## config.mk

```make
export PLATFORM = sky130hd
export DESIGN_NAME = tfw_front
export DESIGN_NICKNAME = d
export VERILOG_FILES = /design/src/rtl/core/tfw_pkg.sv /design/src/rtl/core/tfw_front.sv
export SDC_FILE = /design/constraint.sdc
export NUM_CORES = 1
export LEC_CHECK = 0
export BUFFER_PORTS_ARGS = -buffer_cell sky130_fd_sc_hd__buf_2
export CORE_ASPECT_RATIO = 1.25
export CORE_MARGIN = 5
export CORE_UTILIZATION = 35
export DETAILED_ROUTE_END_ITERATION = 8
export GPL_TIMING_DRIVEN = 0
export MAX_ROUTING_LAYER = met4
export PLACE_DENSITY = 0.67
export SYNTH_ARGS = -nofsm -noshare
export SYNTH_HDL_FRONTEND = slang
export SYNTH_SLANG_ARGS = --single-unit
```

## constraint.sdc

```tcl
create_clock -name clk -period 6.4 [get_ports clk]
set_clock_uncertainty 0.2 [all_clocks]
set_input_delay 1.28 -clock clk [delete_from_list [all_inputs] [get_ports clk]]
set_output_delay 1.28 -clock clk [all_outputs]
set_load 0.01 [all_outputs]
```

## src/rtl/core/tfw_pkg.sv

```systemverilog
// shared types, constants and a helper function of the tf-idf weighting block
package tfw_pkg;

	localparam int TFW_MAX_DOCS   = 1024;
	localparam int TFW_MAX_TERMS  = 4096;
	localparam int TFW_COUNT_BITS = 16;
	localparam int TFW_FRAC_BITS  = 16;

	localparam int FREQ_W   = 11;
	localparam int NDOCS_W  = 11;
	localparam int TOTAL_W  = 32;
	localparam int LOG_FRAC = 28;
	localparam int LN24_W   = 28;

	localparam logic [FREQ_W-1:0] FREQ_MAX = 11'd2047;
	localparam logic [31:0]       LN2_Q32  = 32'd2977044472;

	// input commands
	localparam logic [1:0] CMD_ACC   = 2'd0;
	localparam logic [1:0] CMD_WEIGH = 2'd1;
	localparam logic [1:0] CMD_CLEAR = 2'd2;
	localparam logic [1:0] CMD_NONE  = 2'd3;

	// result status codes
	localparam logic [1:0] ST_OK      = 2'd0;
	localparam logic [1:0] ST_BAD_IDX = 2'd1;
	localparam logic [1:0] ST_NO_STAT = 2'd2;

	// configuration register indexes
	localparam logic REG_NUM_DOCS  = 1'b0;
	localparam logic REG_USE_TFIDF = 1'b1;

	typedef enum logic [1:0] {
		OP_ACC,
		OP_WEIGH,
		OP_CLEAR,
		OP_BAD
	} op_t;

	typedef struct packed {
		logic clearing;
		logic idle;
	} bk_stat_t;

	// index of the highest set bit
	function automatic logic [3:0] msb_idx(input logic [NDOCS_W-1:0] v);
		logic [3:0] k;
		k = '0;
		for (int i = 1; i < NDOCS_W; i++) begin
			if (v[i]) k = 4'(i);
		end
		return k;
	endfunction

endpackage

```

## src/rtl/core/tfw_front.sv

```systemverilog
// front end: accepts items, checks indexes, classifies and queues them
module tfw_front import tfw_pkg::*; #(
	parameter int MAX_DOCS   = TFW_MAX_DOCS,
	parameter int MAX_TERMS  = TFW_MAX_TERMS,
	parameter int COUNT_BITS = TFW_COUNT_BITS,
	parameter int DAW        = $clog2(MAX_DOCS),
	parameter int TAW        = $clog2(MAX_TERMS)
) (
	input  logic                  clk,
	input  logic                  arst_n,
	input  logic                  s_tvalid,
	output logic                  s_tready,
	input  logic [39:0]           s_tdata,   // cmd, doc_index, term_index, term_count
	input  logic [NDOCS_W-1:0]    num_docs,
	input  logic                  hold,
	output logic                  q_valid,
	input  logic                  q_pop,
	output op_t                   q_kind,
	output logic [DAW-1:0]        q_doc,
	output logic [TAW-1:0]        q_term,
	output logic [COUNT_BITS-1:0] q_count
);

	logic [1:0]  cmd;
	logic [9:0]  doc_in;
	logic [11:0] term_in;
	logic [15:0] cnt_in;
	logic [31:0] doc_ext, term_ext, cnt_ext;
	logic        bad, push, acc;
	op_t         kind;

	op_t                  kind_q  [2];
	logic [DAW-1:0]       doc_q   [2];
	logic [TAW-1:0]       term_q  [2];
	logic [COUNT_BITS-1:0] cnt_q  [2];
	logic                 wp_q, rp_q;
	logic [1:0]           fill_q;

	assign cmd     = s_tdata[1:0];
	assign doc_in  = s_tdata[11:2];
	assign term_in = s_tdata[23:12];
	assign cnt_in  = s_tdata[39:24];
	assign doc_ext  = 32'(doc_in);
	assign term_ext = 32'(term_in);
	assign cnt_ext  = 32'(cnt_in);

	assign bad = (doc_ext >= 32'(num_docs)) || (doc_ext >= 32'(MAX_DOCS))
		|| (term_ext >= 32'(MAX_TERMS));

	always_comb begin
		kind = OP_ACC;
		unique case (cmd)
			CMD_ACC:   kind = bad ? OP_BAD : OP_ACC;
			CMD_WEIGH: kind = bad ? OP_BAD : OP_WEIGH;
			CMD_CLEAR: kind = OP_CLEAR;
			default:   kind = OP_ACC;
		endcase
	end

	assign s_tready = (fill_q != 2'd2) && !hold;
	assign acc      = s_tvalid && s_tready;
	// the unused command is dropped here
	assign push     = acc && (cmd != CMD_NONE);

	assign q_valid = (fill_q != 2'd0);
	assign q_kind  = kind_q[rp_q];
	assign q_doc   = doc_q[rp_q];
	assign q_term  = term_q[rp_q];
	assign q_count = cnt_q[rp_q];

	always_ff @(posedge clk) begin
		if (push) begin
			kind_q[wp_q] <= kind;
			doc_q[wp_q]  <= doc_ext[DAW-1:0];
			term_q[wp_q] <= term_ext[TAW-1:0];
			cnt_q[wp_q]  <= cnt_ext[COUNT_BITS-1:0];
		end
	end

	always_ff @(posedge clk or negedge arst_n) begin
		if (!arst_n) begin
			wp_q   <= 1'b0;
			rp_q   <= 1'b0;
			fill_q <= 2'd0;
		end else begin
			if (push) wp_q <= ~wp_q;
			if (q_pop) rp_q <= ~rp_q;
			fill_q <= fill_q + 2'(push) - 2'(q_pop);
		end
	end

endmodule

```

Word-level counts from Yosys, hierarchy flattened. Memories as Yosys holds them, arrays and structs flattened. Cells that the tools add are included.

Memories: 4. Bits in latches: 0. Logic and storage cells: 31. Memory bits (read-only): 0. Bits in registers: 4. Memory bits (writable): 80.

Memory list: cnt_q (words 2, width 16, read ports 1, clocked after memory_dff 0, write ports 1, line tfw_front.sv:35) `logic [COUNT_BITS-1:0] cnt_q [2];`; term_q (words 2, width 12, read ports 1, clocked after memory_dff 0, write ports 1, line tfw_front.sv:34) `logic [TAW-1:0] term_q [2];`; doc_q (words 2, width 10, read ports 1, clocked after memory_dff 0, write ports 1, line tfw_front.sv:33) `logic [DAW-1:0] doc_q [2];`; kind_q (words 2, width 2, read ports 1, clocked after memory_dff 0, write ports 1, line tfw_front.sv:32) `op_t kind_q [2];`.

Equality and inequality tests: 4. Bitwise operators: 2. Shift operators: 0. Div/mod/pow operators: 0. Multipliers: 0. Order comparisons: 3. Add/sub/neg operators: 2. Muxes and demuxes: 5. Reduce and logical (&&, ||, !) cells: 8.

Operators with widths (count): greater-or-equal comparator 12 x 13 -> 1 bit, second input constant (1); greater-or-equal comparator 10 x 11 -> 1 bit (1); greater-or-equal comparator 10 x 11 -> 1 bit, second input constant (1); one-hot mux 2 bit (3 select lines) (1); 2-to-1 mux 2 bit (2); != test 2 bit, second input constant (2); logical AND 1 bit (3); adder 2 x 1 -> 2 bit (1); == test 2 x 1 -> 1 bit, second input constant (1); == test 2 bit, second input constant (1); logical NOT 2 bit (1); logical OR 1 bit (2); 2-to-1 mux 1 bit (2); NOT 1 bit (2); nonzero test 2 bit (1); subtractor 2 x 1 -> 2 bit (1); logical NOT 1 bit (1).

Depth between registers and ports, before layout.
Word-level depth: 6. Depth in mapped cells: 6. Mapped depth without buffers: 6.

Least setup slack after synthesis. Ideal clock, no wire load.

Path type: input -> register. From: in hold. To: mem cnt_q[1][0] (netlist bit), enable pin. Setup time: 0.401 ns. Buffers on the path: 0. Slack: 3.125 ns. Arrival: 2.674 ns. Cell stages on the path: 3. Cell sequence: a21oi_2 > and3_4 > and2_1.

Longest elaborated chain between the ends: 6.

RTL lines: from (decl) (line tfw_front.sv:15) `input logic hold,`; logical NOT 1 bit (line tfw_front.sv:60) `assign s_tready = (fill_q != 2'd2) && !hold;`; logical AND 1 bit (line tfw_front.sv:60); logical AND 1 bit (line tfw_front.sv:61) `assign acc = s_tvalid && s_tready;`; logical AND 1 bit (line tfw_front.sv:63) `assign push = acc && (cmd != CMD_NONE);`; via push (line tfw_front.sv:29) `logic bad, push, acc;`; 2-to-1 mux 1 bit (line tfw_front.sv:72) `if (push) begin`; 2-to-1 mux 1 bit (implied by the code) (line tfw_front.sv:76) `cnt_q[wp_q] <= cnt_ext[COUNT_BITS-1:0];`; to (decl) (line tfw_front.sv:35).

The timed path passes the listed nets, and every way through them passes these cells.

Worst setup path in the final report.
From: in hold. To: out s_tready.

Longest elaborated chain between the ends: 2.

RTL lines: logical NOT 1 bit (line tfw_front.sv:60); logical AND 1 bit (line tfw_front.sv:60); to (decl) (line tfw_front.sv:12) `output logic s_tready,`.

No other way between the ends.

==> results.cfg <==
[route]
drtIter0Drc = 47
drc = 0
routed_wl_um = 6140
avgViaCountPerCell = 4.38
postRouteAntennaNets = 0
detail_route.wl_per_cell_um = 14.4
num_vias = 1872
firstDrtPassIters = 4

[worst_hold_path]
whs_path_depth = 1
hold_path.class = reg2reg
min_to = wp_q$_DFFE_PN0P_
worstHoldStart = wp_q$_DFFE_PN0P_

[setup_path]
worstReg2RegStart = fill_q[1]$_DFF_PN0_
critPathMaxFanout = 2
worstSetupPathType = in2out
rrSetupSlack_ns = 4.53
r2r-end = doc_q[1][5]$_DFFE_PP_
end_kind = output port
required_ns = 4.92
reg2regPathDepth = 4
startpoint_type = primary input
crit_arrival_ns = 1.64

[synthesis]
syn_area_um2 = 3540
syn_avg_cell_area_um2 = 19.3
synth_nets = 251
yosysTopAreaCell = edfxtp_1
ys_ff_latch = 84
synth_cell_types = 23
yosys-top-cells-area = edfxtp_1 68%, mux2_4 17%, ha_1 4.2%
synth_cells = 183
ys.flop_type = edfxtp_1
yosysWarnings = 0
synth_seq_area_share_pct = 70.7
synth_async_sr_flop_share_pct = 4.76
synth-edff-count = 80
synth_top_cell_area_share_pct = 67.9

[floorplanning]
die-area_um2 = 12200
die_w_um = 99.9
die_h_um = 122
core_area_um2 = 10000
boundaryPins = 98
floorplan.initialDensity_pct = 35.4
num_rows = 41

[timing]
timing.final.max_slew_violations = 0
max_freq_mhz = 321
slew_headroom_pct = 76.2
period_share_pct = 48.7
final.setup.tns_ns = 0
finalSetupViolations = 0
fin_ws_ns = 3.28
fin_crit_ns = 3.12
hold_viol = 0
grt_setup_unrepaired = no
tightestPinTransition_ns = 0.357

[clock_network]
cts_hold_buf = 0
cts_sinks = 84
cts_buffers = 9
cts_setup_buffers = 0
path_clk_slew_ns = 0.06
clockRootBuffer = clkbuf_16
cts_buffer_depth = 2
cts_htree_levels = 3
cts_tree = built
cts.repair.resized = 0
clkLatencyLatePin_ns = 0.33

[grt]
grt_pass1_vias = 1969
grt_first_pass_wirelength_um = 9770
antenna_found_initial = 0
grt_max_degree = 36
grt_overflow_total = 0
grt_usage_pct = 11.1

[pwr]
share_comb_of_total_power_pct = 30.0
p_leak_uw = 0.00190
power_switching_uw = 448
p_seq_share_pct = 39.7
p_sw_share_pct = 25.7
p_per_area_nw_per_um2 = 384
p_int_uw = 1300
clkPwrFrac_pct = 30.3
peakVddDrop_uv = 169

[placed_design]
place.gp.congestion = 0.679
port_buffers = 97
hpwl_um = 4430
place_ws_ns = 3.28

[finish]
final_cell_mix = 97 x buf_2, 80 x edfxtp_1, 39 x mux2_4
nNetsFinal = 361
syn2layout_area_growth_pct = 28.2
n_antenna_cell = 0
mostFrequentLayoutCell = buf_2
drive_gt1_share_pct = 55.0

[flow_run]
maxCapViolCount = 0

[run_status]
status = completed
==> cells by family (layout without fill, tap and decap cells) <==
| kind of cell | after synthesis | after routing | synth area share [%] |
|---|---|---|---|
| multiplexers | 40 | 40 | 16.9 |
| AND/OR/NAND/NOR | 13 | 13 | 2.05 |
| buffers and inverters | 19 | 134 | 3.08 |
| adder cells (fa/ha/maj) | 12 | 12 | 4.24 |
| flip-flops | 84 | 84 | 70.7 |
| XOR/XNOR | 4 | 4 | 1.20 |
| AO/OA/AOI/OAI | 11 | 11 | 1.87 |
==> cell usage after synthesis, types with 2 or more instances <==
cell type  number
nor2b_1         2
a21oi_1         5
buf_6           5
ha_1           12
edfxtp_1       80
nand2_1         4
o21ai_0         3
o221ai_1        2
dfrtp_1         4
nor2_1          2
inv_1          13
xnor2_1         2
mux2_4         39
==> power groups by stage <==
stage / Combinational (uW) / Clock, uW / Sequential (uW)
floorplan: 372 / 0 / 701
global route: 568 / 569 / 699
CTS: 542 / 547 / 693
finish: 523 / 529 / 692
global placement: 524 / 0 / 705
detailed placement: 540 / 0 / 704
==> area by class of cell <==
class                      instances  area [um2]
tap                              129         161
timing repair buffer              99         526
multi-input combinational         80         931
inverter                          14        52.6
clock inverter                     5        76.3
sequential                        84        2500
buffer                             5        56.3
clock buffer                      11         233
fill                             905        5470
==> sequential cells by signal, summed over array words and instances, names as in the netlist <==
name	flops
cnt_q	32
term_q	24
doc_q	20
kind_q	4
fill_q	2
rp_q	1
wp_q	1
==> worst max-delay path by stage <==
stage | cells past startpoint | slack [ns] | start | to
detailed placement | 3 | 3.28 | hold | s_tready
global placement | 4 | 2.51 | hold | cnt_q[1][8]$_DFFE_PP_
global route | 3 | 3.25 | hold | s_tready
finish | 3 | 3.28 | hold | s_tready
floorplan | 3 | 3.12 | hold | cnt_q[1][0]$_DFFE_PP_
CTS | 3 | 3.28 | hold | s_tready
==> metal layers <==
layer | vias up | global-route usage (%) | part of all wire [%]
li1 | 912 | - | -
met1 | 884 | 12.8 | 40
met2 | 64 | 17.8 | 50
met3 | 12 | 1.99 | 6.7
met4 | 0 | 6.92 | 2.7
met5 | - | - | 0
==> per-stage QoR <==
step | util [%] | power (uW) | cells | instance area (um2) | hold slack (ns)
detailed placement | 42.3 | 1240 | 411 | 4230 | 0.303
global route | 45.4 | 1840 | 427 | 4540 | 0.343
finish | 45.4 | 1740 | 427 | 4540 | 0.316
floorplan | - | 1070 | 183 | 3540 | 0.281
CTS | 45.4 | 1780 | 427 | 4540 | 0.319
global placement | 41.9 | 1230 | 409 | 4190 | 0.300
==> worst max-delay path: stages <==
cell     delay (ns)
buf_2          0.10
a21oi_2        0.11
buf_2          0.14
(Power assumes the default switching activity.)
